## config.mk

```make
export PLATFORM = sky130hd
export DESIGN_NAME = request_completion_framer
export DESIGN_NICKNAME = d
export VERILOG_FILES = /design/src/hw/rtl/rcf_pkg.sv /design/src/hw/rtl/rcf_http_step.sv /design/src/hw/rtl/request_completion_framer.sv
export SDC_FILE = /design/constraint.sdc
export NUM_CORES = 1
export LEC_CHECK = 0
export ABC_AREA = 0
export BUFFER_PORTS_ARGS = -buffer_cell sky130_fd_sc_hd__buf_4
export CORE_MARGIN = 1
export CORE_UTILIZATION = 50
export CTS_CLUSTER_DIAMETER = 60
export DETAILED_ROUTE_END_ITERATION = 12
export GPL_ROUTABILITY_DRIVEN = 0
export PLACE_DENSITY = 0.77
export SETUP_SLACK_MARGIN = 0.05
export SYNTH_ARGS = -nofsm -noshare
export SYNTH_HDL_FRONTEND = slang
export SYNTH_SLANG_ARGS = --single-unit
```

## constraint.sdc

```tcl
create_clock -name clk -period 9.5 [get_ports clk]
set_input_delay 0.95 -clock clk [delete_from_list [all_inputs] [get_ports clk]]
set_output_delay 0.95 -clock clk [all_outputs]
set_load 0.02 [all_outputs]
```

## src/hw/rtl/rcf_pkg.sv

```systemverilog
package rcf_pkg;

	typedef struct packed {
		logic [7:0] data_byte;
		logic       restart;
	} req_t;

	typedef struct packed {
		logic        request_done;
		logic [31:0] request_length;
		logic        length_known;
		logic [31:0] total_bytes;
		logic        length_overflow;
	} rsp_t;

	typedef enum logic [3:0] {
		PH_SEARCH = 4'b0001,
		PH_LEAD   = 4'b0010,
		PH_DIGITS = 4'b0100,
		PH_DONE   = 4'b1000
	} phase_t;

	typedef struct packed {
		logic [1:0]  end_match;
		logic        header_done;
		logic [3:0]  field_match;
		phase_t      phase;
		logic        negative;
		logic [31:0] content;
	} http_state_t;

	localparam logic [3:0] FIELD_LEN = 4'd15;
	localparam logic [7:0] CH_0      = 8'h30;
	localparam logic [7:0] CH_9      = 8'h39;
	localparam logic [7:0] CH_TAB    = 8'h09;
	localparam logic [7:0] CH_CR     = 8'h0d;
	localparam logic [7:0] CH_SPACE  = 8'h20;
	localparam logic [7:0] CH_PLUS   = 8'h2b;
	localparam logic [7:0] CH_MINUS  = 8'h2d;

	localparam http_state_t HTTP_STATE_CLEAR = '{
		end_match:   2'd0,
		header_done: 1'b0,
		field_match: 4'd0,
		phase:       PH_SEARCH,
		negative:    1'b0,
		content:     32'd0
	};

	function automatic logic [7:0] field_char(input logic [3:0] idx);
		logic [7:0] c;
		unique case (idx)
			4'd0:    c = "C";
			4'd1:    c = "o";
			4'd2:    c = "n";
			4'd3:    c = "t";
			4'd4:    c = "e";
			4'd5:    c = "n";
			4'd6:    c = "t";
			4'd7:    c = "-";
			4'd8:    c = "L";
			4'd9:    c = "e";
			4'd10:   c = "n";
			4'd11:   c = "g";
			4'd12:   c = "t";
			4'd13:   c = "h";
			4'd14:   c = ":";
			default: c = 8'h00;
		endcase
		return c;
	endfunction

	function automatic logic [7:0] end_char(input logic [1:0] idx);
		logic [7:0] c;
		unique case (idx)
			2'd0:    c = 8'h0d;
			2'd1:    c = 8'h0a;
			2'd2:    c = 8'h0d;
			default: c = 8'h0a;
		endcase
		return c;
	endfunction

endpackage

```

## src/hw/rtl/rcf_http_step.sv

```systemverilog
module rcf_http_step #(
	parameter int COUNT_BITS = 32
) (
	input  logic [7:0]            data_byte,
	input  logic [COUNT_BITS-1:0] byte_count,
	input  logic                  overflow_in,
	input  rcf_pkg::http_state_t  cur,
	output rcf_pkg::http_state_t  nxt,
	output logic                  total_set,
	output logic [COUNT_BITS-1:0] total,
	output logic                  overflow_out
);

	localparam logic [32:0] COUNT_MAX = (33'd1 << COUNT_BITS) - 33'd1;

	logic        digit;
	logic        blank;
	logic        sign;
	logic [3:0]  digit_val;
	logic [35:0] prod;
	logic        prod_sat;
	logic [3:0]  fm;
	logic [31:0] cv;
	logic [32:0] sum;

	assign digit     = (data_byte >= rcf_pkg::CH_0) && (data_byte <= rcf_pkg::CH_9);
	assign blank     = (data_byte == rcf_pkg::CH_SPACE) ||
		((data_byte >= rcf_pkg::CH_TAB) && (data_byte <= rcf_pkg::CH_CR));
	assign sign      = (data_byte == rcf_pkg::CH_PLUS) || (data_byte == rcf_pkg::CH_MINUS);
	assign digit_val = 4'(data_byte - rcf_pkg::CH_0);
	assign prod      = ({4'd0, cur.content} << 3) + ({4'd0, cur.content} << 1) +
		36'(digit_val);
	assign prod_sat  = (prod[35:32] != 4'd0);

	always_comb begin
		nxt          = cur;
		total_set    = 1'b0;
		total        = '0;
		overflow_out = overflow_in;
		fm           = 4'd0;
		cv           = cur.content;
		sum          = 33'd0;
		if (!cur.header_done) begin
			if ((cur.phase == rcf_pkg::PH_LEAD) || (cur.phase == rcf_pkg::PH_DIGITS)) begin
				if (digit) begin
					if (prod_sat) begin
						nxt.content  = '1;
						overflow_out = 1'b1;
					end else begin
						nxt.content = prod[31:0];
					end
					nxt.phase = rcf_pkg::PH_DIGITS;
				end else if ((cur.phase == rcf_pkg::PH_LEAD) && sign) begin
					nxt.negative = (data_byte == rcf_pkg::CH_MINUS);
					nxt.phase    = rcf_pkg::PH_DIGITS;
				end else if (!((cur.phase == rcf_pkg::PH_LEAD) && blank)) begin
					nxt.phase = rcf_pkg::PH_DONE;
				end
			end

			if (nxt.phase == rcf_pkg::PH_SEARCH) begin
				if ((cur.field_match < rcf_pkg::FIELD_LEN) &&
					(data_byte == rcf_pkg::field_char(cur.field_match))) begin
					fm = cur.field_match + 4'd1;
				end else begin
					fm = (data_byte == rcf_pkg::field_char(4'd0)) ? 4'd1 : 4'd0;
				end
				if (fm == rcf_pkg::FIELD_LEN) begin
					nxt.phase = rcf_pkg::PH_LEAD;
					fm        = 4'd0;
				end
				nxt.field_match = fm;
			end

			if (data_byte == rcf_pkg::end_char(cur.end_match)) begin
				if (cur.end_match == 2'd3) begin
					nxt.header_done = 1'b1;
					nxt.end_match   = 2'd0;
					total_set       = 1'b1;
					if (nxt.phase == rcf_pkg::PH_SEARCH) begin
						total = byte_count;
					end else begin
						if (cur.negative && !overflow_out) begin
							cv = ~cur.content + 32'd1;
						end
						sum = 33'(byte_count) + 33'(cv);
						if (sum > COUNT_MAX) begin
							total        = '1;
							overflow_out = 1'b1;
						end else begin
							total = sum[COUNT_BITS-1:0];
						end
					end
				end else begin
					nxt.end_match = cur.end_match + 2'd1;
				end
			end else begin
				nxt.end_match = (data_byte == rcf_pkg::CH_CR) ? 2'd1 : 2'd0;
			end
		end
	end

endmodule

```

## src/hw/rtl/request_completion_framer.sv

```systemverilog
// Request completion framer: watches the bytes of a request, one per transaction on the
// req channel, and reports on the rsp channel for every byte whether it completes the request.
// In HTTP mode the request ends at the header end (CR LF CR LF) plus the Content-Length value;
// in prefix mode the first two bytes give a big-endian length, and the total is that plus two.
// The user must write the mode (cfg_we, cfg_wdata) only while idle; the block does not check.
// Both channels use valid and stall; a transaction completes at a clock edge with valid high
// and stall low. Every req transaction produces exactly one rsp transaction.
// A byte taken at an edge sits in the input register, is framed by combinational logic and
// lands in the result register once that register is empty or rsp_stall is low, to be offered.
// The framing state is updated at that same edge, so one byte per cycle is sustained while
// rsp_stall is low; the per-byte loop through the state registers sets that rate.
// When rsp_stall is high the result register holds, the input register holds its byte and
// req_stall rises once the input register is occupied.
// Reset clears the pipeline, the mode (HTTP) and all request state. After a completing byte
// the next byte starts a new request; a byte with restart set starts a new request itself.
module request_completion_framer #(
	parameter int COUNT_BITS = 32
) (
	input  logic          clk,
	input  logic          arst_n,
	input  logic          req_valid,
	output logic          req_stall,
	input  rcf_pkg::req_t req,
	output logic          rsp_valid,
	input  logic          rsp_stall,
	output rcf_pkg::rsp_t rsp,
	input  logic          cfg_we,
	input  logic          cfg_wdata
);

	localparam logic [32:0] COUNT_MAX = (33'd1 << COUNT_BITS) - 33'd1;

	logic                  mode_q;
	logic                  valid_s1;
	rcf_pkg::req_t         req_s1;
	logic                  valid_s2;
	rcf_pkg::rsp_t         rsp_s2;

	logic [COUNT_BITS-1:0] bc_q;
	rcf_pkg::http_state_t  hs_q;
	logic [COUNT_BITS-1:0] total_q;
	logic                  known_q;
	logic [7:0]            phb_q;
	logic                  ovf_q;

	logic                  s1_move;
	logic                  s1_load;

	logic [COUNT_BITS-1:0] bc_eff;
	rcf_pkg::http_state_t  hs_eff;
	logic [COUNT_BITS-1:0] total_eff;
	logic                  known_eff;
	logic [7:0]            phb_eff;
	logic                  ovf_eff;

	logic                  bc_sat;
	logic [COUNT_BITS-1:0] bc_new;
	logic                  ovf_a;

	rcf_pkg::http_state_t  hs_step;
	logic                  http_total_set;
	logic [COUNT_BITS-1:0] http_total;
	logic                  http_ovf;

	logic [32:0]           prefix_total;

	rcf_pkg::http_state_t  hs_n;
	logic [COUNT_BITS-1:0] total_n;
	logic                  known_n;
	logic [7:0]            phb_n;
	logic                  ovf_n;
	logic                  done;
	rcf_pkg::rsp_t         rsp_n;

	assign s1_move   = valid_s1 && (!valid_s2 || !rsp_stall);
	assign req_stall = valid_s1 && !s1_move;
	assign s1_load   = req_valid && !req_stall;
	assign rsp_valid = valid_s2;
	assign rsp       = rsp_s2;

	always_ff @(posedge clk or negedge arst_n) begin
		if (!arst_n) begin
			mode_q <= 1'b0;
		end else if (cfg_we) begin
			mode_q <= cfg_wdata;
		end
	end

	always_ff @(posedge clk or negedge arst_n) begin
		if (!arst_n) begin
			valid_s1 <= 1'b0;
			valid_s2 <= 1'b0;
		end else begin
			if (s1_load) begin
				valid_s1 <= 1'b1;
			end else if (s1_move) begin
				valid_s1 <= 1'b0;
			end
			if (s1_move) begin
				valid_s2 <= 1'b1;
			end else if (!rsp_stall) begin
				valid_s2 <= 1'b0;
			end
		end
	end

	always_ff @(posedge clk) begin
		if (s1_load) begin
			req_s1 <= req;
		end
		if (s1_move) begin
			rsp_s2 <= rsp_n;
		end
	end

	always_comb begin
		if (req_s1.restart) begin
			bc_eff    = '0;
			hs_eff    = rcf_pkg::HTTP_STATE_CLEAR;
			total_eff = '0;
			known_eff = 1'b0;
			phb_eff   = 8'd0;
			ovf_eff   = 1'b0;
		end else begin
			bc_eff    = bc_q;
			hs_eff    = hs_q;
			total_eff = total_q;
			known_eff = known_q;
			phb_eff   = phb_q;
			ovf_eff   = ovf_q;
		end
	end

	assign bc_sat = (bc_eff == '1);
	assign bc_new = bc_sat ? bc_eff : bc_eff + 1'b1;
	assign ovf_a  = ovf_eff || bc_sat;

	rcf_http_step #(
		.COUNT_BITS(COUNT_BITS)
	) u_http (
		.data_byte   (req_s1.data_byte),
		.byte_count  (bc_new),
		.overflow_in (ovf_a),
		.cur         (hs_eff),
		.nxt         (hs_step),
		.total_set   (http_total_set),
		.total       (http_total),
		.overflow_out(http_ovf)
	);

	assign prefix_total = 33'({phb_eff, req_s1.data_byte}) + 33'd2;

	always_comb begin
		hs_n    = hs_eff;
		total_n = total_eff;
		known_n = known_eff;
		phb_n   = phb_eff;
		ovf_n   = ovf_a;
		if (!mode_q) begin
			hs_n  = hs_step;
			ovf_n = http_ovf;
			if (http_total_set) begin
				total_n = http_total;
				known_n = 1'b1;
			end
		end else if (!known_eff) begin
			if (bc_new == COUNT_BITS'(1)) begin
				phb_n = req_s1.data_byte;
			end else if (bc_new >= COUNT_BITS'(2)) begin
				known_n = 1'b1;
				if (prefix_total > COUNT_MAX) begin
					total_n = '1;
					ovf_n   = 1'b1;
				end else begin
					total_n = prefix_total[COUNT_BITS-1:0];
				end
			end
		end
	end

	assign done = known_n && (bc_new >= total_n);

	always_comb begin
		rsp_n.request_done    = done;
		rsp_n.request_length  = 32'(bc_new);
		rsp_n.length_known    = known_n;
		rsp_n.total_bytes     = known_n ? 32'(total_n) : 32'd0;
		rsp_n.length_overflow = ovf_n;
	end

	always_ff @(posedge clk or negedge arst_n) begin
		if (!arst_n) begin
			bc_q    <= '0;
			hs_q    <= rcf_pkg::HTTP_STATE_CLEAR;
			total_q <= '0;
			known_q <= 1'b0;
			phb_q   <= 8'd0;
			ovf_q   <= 1'b0;
		end else if (s1_move) begin
			if (done) begin
				bc_q    <= '0;
				hs_q    <= rcf_pkg::HTTP_STATE_CLEAR;
				total_q <= '0;
				known_q <= 1'b0;
				phb_q   <= 8'd0;
				ovf_q   <= 1'b0;
			end else begin
				bc_q    <= bc_new;
				hs_q    <= hs_n;
				total_q <= total_n;
				known_q <= known_n;
				phb_q   <= phb_n;
				ovf_q   <= ovf_n;
			end
		end
	end

	a_done_known: assert property (@(posedge clk) disable iff (!arst_n)
		rsp_valid && rsp.request_done |-> rsp.length_known)
		else $error("completion reported without a known length");

	a_total_zero: assert property (@(posedge clk) disable iff (!arst_n)
		rsp_valid && !rsp.length_known |-> rsp.total_bytes == 32'd0)
		else $error("total length nonzero while unknown");

	a_clear_after_done: assert property (@(posedge clk) disable iff (!arst_n)
		s1_move && done |=> bc_q == '0 && !known_q && !ovf_q)
		else $error("request state not cleared after completion");

	a_stall_only_full: assert property (@(posedge clk) disable iff (!arst_n)
		req_stall |-> valid_s1 && valid_s2)
		else $error("input stalled with room in the pipeline");

endmodule
```

=== Word level (Yosys, flattened, before mapping) ===
Memories as Yosys holds them, arrays and structs flattened.
Index checks and enable logic that the tools add are counted.

* Bits in registers: 197
* Memory bits (read-only): 112
* Bits of input ports: 15
* Output and inout bits: 69
* Word-level logic and storage cells: 166
* Memories: 1

* $add $sub $neg: 9
* $lt $le $gt $ge: 9
* Eq/ne operators: 17
* Multiplexer cells: 84
* Bitwise gates (word level): 1
* Reduce and logical (&&, ||, !) cells: 24

{| class="wikitable"
|+ Memories
! name !! words !! bits a word !! read ports !! clocked after memory_dff !! wr ports !! RTL line !! text
|-
| (no name shown) || 16 || 7 || 1 || 0 || 0 || rcf_pkg.sv:52 || <nowiki>unique case (idx)</nowiki>
|}

{| class="wikitable"
|+ Operator list
! cell !! number
|-
| 2-to-1 mux 32 bit || 23
|-
| 2-to-1 mux 44 bit || 4
|-
| 2-to-1 mux 8 bit || 10
|-
| 2-to-1 mux 37 bit || 2
|-
| adder 32 x 1 -> 32 bit, second input constant || 2
|-
| adder 35 x 33 -> 36 bit || 1
|-
| adder 36 x 4 -> 36 bit || 1
|-
| 2-to-1 mux 1 bit || 34
|-
| adder 32 x 32 -> 33 bit || 1
|-
| > comparator 33 x 32 -> 1 bit, second input constant || 1
|-
| equality test 32 x 1 -> 1 bit, second input constant || 1
|-
| equality test 32 bit, second input constant || 1
|-
| >= comparator 32 x 2 -> 1 bit, second input constant || 1
|-
| >= comparator 32 bit || 1
|-
| > comparator 17 x 32 -> 1 bit, second input constant || 1
|-
| 2-to-1 mux 4 bit || 8
|-
| inverter 32 bit || 1
|-
| equality test 8 x 6 -> 1 bit, second input constant || 3
|-
| adder 16 x 2 -> 17 bit, second input constant || 1
|-
| equality test 8 bit || 2
|-
| logical AND 1 bit || 10
|-
| equality test 4 x 1 -> 1 bit, second input constant || 2
|-
| equality test 8 x 4 -> 1 bit, second input constant || 1
|-
| equality test 8 x 7 -> 1 bit, second input constant || 1
|-
| other kinds (21) || 31
|}

=== Logic depth before layout (Yosys ltp) ===
* Depth in word-level cells: 38
* Depth in mapped cells: 54
* Mapped depth without buffers: 41

=== By module ===
From an unflattened synthesis, not the netlist that was laid out.

* Cells, all modules: 1884
* Area, all modules: 16749.8 um^2

{| class="wikitable"
|+ By module, submodules not included
! module !! instances !! cells each !! area an instance (um^2) !! seq. area each (um^2)
|-
| request_completion_framer || 1 || 982 || 10361.2 || 5311.3
|-
| rcf_http_step || 1 || 902 || 6388.6 || 0.0
|}

=== Worst setup path before layout ===
OpenSTA, ideal clock, no wires.

* Path type: register -> register
* Start point: register req_s1[0] in the netlist's numbering
* End point: register hs_q[32] in the netlist's numbering
* Arrival: 10.338 ns
* Data required time: 9.417 ns
* Path slack: -0.920 ns
* Stages on the path, launching flop included: 49
* Cell sequence: edfxtp_1 buf_6 clkbuf_1 buf_2 buf_2 buf_2 buf_2 buf_2 buf_2 buf_1 buf_1 nor2b_1 ha_1 ha_1 a211oi_1 nor2_1 o41ai_1 o22ai_1 [... 13 more ...] a211oi_1 nand2_1 a211oi_1 clkbuf_1 nand3_1 o211ai_1 a21oi_1 a21oi_1 ha_1 a21o_1 a21o_1 a21o_1 a211o_1 o31ai_1 o211ai_1 a211oi_1 or3b_2 o21ai_0

* Longest elaborated chain between the ends: 27
* Elaborated cells between the ends (all ways): 91
* Those cells by class: add/sub (7); order compare (5); eq/ne (11); mux (55); bitwise (1); reduce/logical (11); memory (1)

{| class="wikitable"
|+ RTL lines
! element !! RTL line !! text
|-
| start, declared || request_completion_framer.sv:35 || <nowiki>rcf_pkg::req_t req_s1;</nowiki>
|-
| start signal, assigned || request_completion_framer.sv:109 || <nowiki>req_s1 <= req;</nowiki>
|-
| 2-to-1 mux 44 bit || request_completion_framer.sv:117 || <nowiki>if (req_s1.restart) begin</nowiki>
|-
| adder 35 x 33 -> 36 bit || rcf_http_step.sv:31 || <nowiki>assign prod = ({4'd0, cur.content} << 3) + ({4'd0, cur.content} << 1) +</nowiki>
|-
| adder 36 x 4 -> 36 bit || rcf_http_step.sv:31 ||
|-
| nonzero test 4 bit || rcf_http_step.sv:33 || <nowiki>assign prod_sat = (prod[35:32] != 4'd0);</nowiki>
|-
| 2-to-1 mux 1 bit || rcf_http_step.sv:46 || <nowiki>if (prod_sat) begin</nowiki>
|-
| 2-to-1 mux 1 bit || rcf_http_step.sv:45 || <nowiki>if (digit) begin</nowiki>
|-
| 2-to-1 mux 1 bit || rcf_http_step.sv:44 || <nowiki>if ((cur.phase == rcf_pkg::PH_LEAD) || (cur.phase == rcf_pkg::PH_DIGITS)) begin</nowiki>
|-
| 2-to-1 mux 1 bit || rcf_http_step.sv:43 || <nowiki>if (!cur.header_done) begin</nowiki>
|-
| [... 11 more ...] || n/a ||
|-
| 2-to-1 mux 32 bit || rcf_http_step.sv:76 || <nowiki>if (cur.end_match == 2'd3) begin</nowiki>
|-
| 2-to-1 mux 32 bit || rcf_http_step.sv:75 || <nowiki>if (data_byte == rcf_pkg::end_char(cur.end_match)) begin</nowiki>
|-
| 2-to-1 mux 32 bit || rcf_http_step.sv:43 ||
|-
| 2-to-1 mux 32 bit || request_completion_framer.sv:162 || <nowiki>if (http_total_set) begin</nowiki>
|-
| 2-to-1 mux 32 bit || request_completion_framer.sv:159 || <nowiki>if (!mode_q) begin</nowiki>
|-
| >= comparator 32 bit || request_completion_framer.sv:181 || <nowiki>assign done = known_n && (bc_new >= total_n);</nowiki>
|-
| logical AND 1 bit || request_completion_framer.sv:181 ||
|-
| 2-to-1 mux 44 bit * || request_completion_framer.sv:200 || <nowiki>if (done) begin</nowiki>
|-
| end signal, assigned || request_completion_framer.sv:194 || <nowiki>hs_q <= rcf_pkg::HTTP_STATE_CLEAR;</nowiki>
|-
| end signal, assigned || request_completion_framer.sv:202 || <nowiki>hs_q <= rcf_pkg::HTTP_STATE_CLEAR;</nowiki>
|-
| end signal, assigned || request_completion_framer.sv:209 || <nowiki>hs_q <= hs_n;</nowiki>
|-
| end, declared || request_completion_framer.sv:40 || <nowiki>rcf_pkg::http_state_t hs_q;</nowiki>
|}

Mark *: on every way between the ends. The rest lies on a longest branch, timed or not. The select of a mux whose other input is x is not followed.
A chain may end at the register's enable or synchronous reset.

=== Final worst setup path ===
* Start point: register req_s1[0] in the netlist's numbering
* End point: register phb_q[3]

* Longest elaborated chain between the ends: 27
* Elaborated cells between the ends (all ways): 90
* Those cells by class: add/sub (7); order compare (5); eq/ne (11); mux (54); bitwise (1); reduce/logical (11); memory (1)

{| class="wikitable"
|+ RTL lines
! element !! RTL line !! text
|-
| 2-to-1 mux 44 bit || request_completion_framer.sv:117 ||
|-
| adder 35 x 33 -> 36 bit || rcf_http_step.sv:31 ||
|-
| adder 36 x 4 -> 36 bit || rcf_http_step.sv:31 ||
|-
| nonzero test 4 bit || rcf_http_step.sv:33 ||
|-
| 2-to-1 mux 1 bit || rcf_http_step.sv:46 ||
|-
| 2-to-1 mux 1 bit || rcf_http_step.sv:45 ||
|-
| 2-to-1 mux 1 bit || rcf_http_step.sv:44 ||
|-
| 2-to-1 mux 1 bit || rcf_http_step.sv:43 ||
|-
| [... 12 more ...] || n/a ||
|-
| 2-to-1 mux 32 bit || rcf_http_step.sv:75 ||
|-
| 2-to-1 mux 32 bit || rcf_http_step.sv:43 ||
|-
| 2-to-1 mux 32 bit || request_completion_framer.sv:162 ||
|-
| 2-to-1 mux 32 bit * || request_completion_framer.sv:159 ||
|-
| via total_n[0] || request_completion_framer.sv:68 || <nowiki>logic [COUNT_BITS-1:0] total_n;</nowiki>
|-
| >= comparator 32 bit * || request_completion_framer.sv:181 ||
|-
| logical AND 1 bit * || request_completion_framer.sv:181 ||
|-
| 2-to-1 mux 8 bit * || request_completion_framer.sv:200 ||
|-
| end signal, assigned || request_completion_framer.sv:212 || <nowiki>phb_q <= phb_n;</nowiki>
|-
| end, declared || request_completion_framer.sv:43 || <nowiki>logic [7:0] phb_q;</nowiki>
|}

Mark *: on every way through the listed nets, which the timed path passes. The rest lies on a longest branch. The select of a mux whose other input is x is not followed.

==> results.sh <==
export IMPL_pre_cts_ws_ns=-0.298
export IMPL_post_route_drc=0
export IMPL_power_density_nw_per_um2=119
export IMPL_clk_insertion_delay_late_ns=0.47
export IMPL_stage_delay_of_the_slowest_cell_on_the_critical_path_ns=0.41
export IMPL_dieArea_um2=34400
export IMPL_dp_cells=2519
export IMPL_synth_flop_cell="sky130_fd_sc_hd__dfrtp_1"
export IMPL_post_route_period_util_pct=96.7
export IMPL_io_pins=84
export IMPL_setup_total_negative_slack_ns=0
export IMPL_core_region_area_um2=32900
export IMPL_combinational_family_with_the_most_area_after_synthesis="compound AO/OA/AOI/OAI gates"
export IMPL_tritoncts_num_buffers=17
export IMPL_vias_per_cell=6.67
export IMPL_ys_seq_area_share_pct=31.5
export IMPL_cp_top_family="compound AO/OA/AOI/OAI gates"
export IMPL_antenna_violating_nets_post_route=0
export IMPL_max_freq_mhz=109
export IMPL_critical_path_endpoint_type="flip-flop"
export IMPL_crit_path_start_kind="flip-flop"
export IMPL_post_synth_and_or_nand_nor_area_fraction_pct=22.8
export IMPL_first_global_vias=15700
export IMPL_std_cell_rows=66
export IMPL_hp_class="in2async"
export IMPL_required_ns=9.90
export IMPL_setup_viol=0
export IMPL_grt_total_usage_pct=31.5
export IMPL_clock_sinks=197
export IMPL_totalWireLength_um=56100
export IMPL_synth_mux_area_fraction_pct=0.795
export IMPL_nNetsFinal=2280
export IMPL_path_clk_slew_ns=0.09
export IMPL_grt_start_max_net_pins=76
export IMPL_synth_adder_area_share_pct=10.3
export IMPL_status="finished, final reports clean"
export IMPL_post_dp_hpwl_um=39800
export IMPL_power_leakage_uw=0.00859
export IMPL_holdWs_ns=0.488
export IMPL_peakVddDrop_mv=0.128
export IMPL_final_hold_violation_count=0
export IMPL_cp_data_arrival_time_ns=9.59
export IMPL_grt_antenna_before_repair=0
export IMPL_path_class="reg2reg"
export IMPL_number_of_enable_type_register_cells_in_the_synthesized_netlist=76
export IMPL_drive_above_1_share_pct=16.8
export IMPL_yosys_area_top_type_share_pct=17.8
export IMPL_floorplan_initialDensity_pct=51.2
export IMPL_synth_cell_type_count=95
export IMPL_globalRouteOverflowTotal=0
export IMPL_antenna_diode_count=0
export IMPL_number_of_slew_limit_violations_in_the_final_report=0
export IMPL_final_core_utilization_pct=59.7
export IMPL_synth_area_in_compound_gates_pct=24.4
export IMPL_worst_setup_path_startpoint="req_s1[0]$_DFFE_PP_"
export IMPL_n_fill_cell=2760
export IMPL_synth_warning_count=0
export IMPL_clock_skew_ns=0.0185
export IMPL_die_span_in_y_um=186
export IMPL_cts_root_to_sink_buffers=2
export IMPL_detailedRoute_firstIterationViolations=2555
export IMPL_layoutNonFillerInstCount=2583
export IMPL_synth_net_count=2177
export IMPL_synth_top_cells_by_area="sky130_fd_sc_hd__dfrtp_1 (18%), sky130_fd_sc_hd__edfxtp_1 (14%), sky130_fd_sc_hd__ha_1 (10%)"
export IMPL_clock_tree_htree_level_count=4
export IMPL_area_added_between_synthesis_and_finish_pct=16.5
export IMPL_worst_slew_pin_slew_ns=1.37
export IMPL_grt_pass1_wl_um=84700
export IMPL_syn_avg_cell_area_um2=8.31
export IMPL_postSynthRegisterBits=197
export IMPL_relSlewSlack_pct=8.63
export IMPL_syn_instance_count=2025
export IMPL_synth_top_cell_by_area="sky130_fd_sc_hd__dfrtp_1"
export IMPL_firstDrtPassIters=7
export IMPL_maxCapViolations=0
export IMPL_ys_async_sr_fraction_pct=61.4
export IMPL_critical_path_peak_fanout=8
export IMPL_fin_ws_ns=0.311
export IMPL_synth_area_um2=16800
export IMPL_fin_crit_ns=9.19
export IMPL_clock_tree_root_cell="sky130_fd_sc_hd__clkbuf_16"
export IMPL_crit_slowest_cell="sky130_fd_sc_hd__edfxtp_1"
export IMPL_timing_reg2reg_setup_slack_ns=0.31
export IMPL_route_detailed_wl_per_inst_um=21.7
export IMPL_cts_tree="yes"
export IMPL_die_w_um=186
export IMPL_worst_path_buf_inv=6
export IMPL_routed_via_count=17200
export IMPL_synth_xor_xnor_area_share_pct=5.72
export IMPL_portBuffers=83
export IMPL_r2r_start="req_s1[0]$_DFFE_PP_"
## cells in the final DEF, fill, tap and decap left out, types with 11 or more instances in the layout
cell type                     n
sky130_fd_sc_hd__and2_1      14
sky130_fd_sc_hd__o21ai_0    127
sky130_fd_sc_hd__nand3_1     52
sky130_fd_sc_hd__ha_1       126
sky130_fd_sc_hd__a22o_1      30
sky130_fd_sc_hd__o211ai_1    23
sky130_fd_sc_hd__o22ai_1     21
sky130_fd_sc_hd__and4_1      11
sky130_fd_sc_hd__dfrtp_1    120
sky130_fd_sc_hd__a21oi_1    140
sky130_fd_sc_hd__a211oi_1    13
sky130_fd_sc_hd__nand2b_1    21
sky130_fd_sc_hd__clkbuf_16   23
sky130_fd_sc_hd__xor2_1      41
sky130_fd_sc_hd__nand4_1     28
sky130_fd_sc_hd__a21o_1      42
sky130_fd_sc_hd__nor2b_2     12
sky130_fd_sc_hd__buf_4      180
sky130_fd_sc_hd__o21ai_1     16
sky130_fd_sc_hd__nor2b_1     44
sky130_fd_sc_hd__inv_1       62
sky130_fd_sc_hd__nor3_1      41
sky130_fd_sc_hd__xnor2_1     69
sky130_fd_sc_hd__edfxtp_1    76
sky130_fd_sc_hd__a31oi_1     25
sky130_fd_sc_hd__o31ai_1     40
sky130_fd_sc_hd__nor2_1     165
sky130_fd_sc_hd__and3_1      20
sky130_fd_sc_hd__nand2_1    258
## metal layers
layer / global-route usage (%) / vias up / wire length (um)
li1: - / 7688 / -
met5: 0 / - / 0
met2: 49.5 / 1134 / 25200
met3: 6.44 / 270 / 6080
met4: 17.3 / 0 / 3210
met1: 40.5 / 8149 / 21600
## path summary, 6_finish.rpt
path	endpoint	cells past startpoint
min in group clk	hs_q[26]$_DFFE_PN0P_	2
worst min register to register	hs_q[26]$_DFFE_PN0P_	2
worst min-delay path	phb_q[7]$_DFFE_PN0P_	1
max in group asynchronous	total_q[31]$_DFFE_PN0P_	2
worst max register to register	phb_q[3]$_DFFE_PN0P_	45
worst max-delay path	phb_q[3]$_DFFE_PN0P_	45
## registers in the layout, indices dropped and copies added, names as in the netlist
| signal | flops |
|---|---|
| total_q | 32 |
| ovf_q | 1 |
| valid_s1 | 1 |
| known_q | 1 |
| req_s1 | 9 |
| phb_q | 8 |
| bc_q | 32 |
| rsp_valid | 1 |
| rsp | 67 |
| hs_q | 44 |
| mode_q | 1 |
## cell families (layout without fill, tap and decap cells)
kind of cell	count (synthesis)	in the layout
buffers and inverters	177	293
AND/OR/NAND/NOR	768	768
adder cells (fa/ha/maj)	137	137
multiplexers	13	13
flip-flops	197	197
AO/OA/AOI/OAI	623	623
XOR/XNOR	110	110
## through the flow
step / cell area (um^2) / power, uW
2_1_floorplan: 16900 / 1380
3_3_place_gp: 18200 / 1550
3_5_place_dp: 18200 / 1570
4_1_cts: 18800 / 2290
5_1_grt: 19600 / 2420
6_report: 19600 / 2340
## area by class of cell
cell class              count  area (um^2)  area share [%]
clock buffers              17          425            2.17
clock inverters            15          145           0.740
inverters                  65          250            1.28
multi-input cells        1651        11300            57.5
flip-flops and latches    197         5310            27.1
well taps                 442          553            2.82
repair buffers            195         1640            8.36
repair inverters            1         5.00          0.0255
## synthesized netlist by cell type, drive strengths merged (9+ instances only)
master  instances
nand2         263
nor2          170
a21oi         152
o21ai         148
ha            135
dfrtp         120
edfxtp         76
xnor2          69
clkbuf         67
inv            64
nor2b          60
nand3          54
buf            45
nor3           45
a21o           42
o31ai          42
xor2           41
a22o           30
nand4          29
a31oi          26
a211oi         24
nand2b         23
o211ai         23
o22ai          22
and3           20
and2           15
nor4           15
a221oi         14
and4           12
or3            11
mux2i          10
o21a           10
or2            10
nand4b          9
## timing repair
| action | CTS | global route |
|---|---|---|
| pin swaps | 0 | 33 |
| gates cloned | 0 | 8 |
| hold buffers | 0 | 0 |
| setup endpoints to repair | 83 | 119 |
| resized for setup | 6 | 109 |
| buffers inserted | 0 | 24 |
## power breakdown
group	total, uW	internal (uW)	switching [uW]	leakage [uW]
clock network	736	369	367	0.000284
registers	1000	950	54.3	0.00241
logic	603	206	397	0.00589
(Power assumes the default switching activity.)
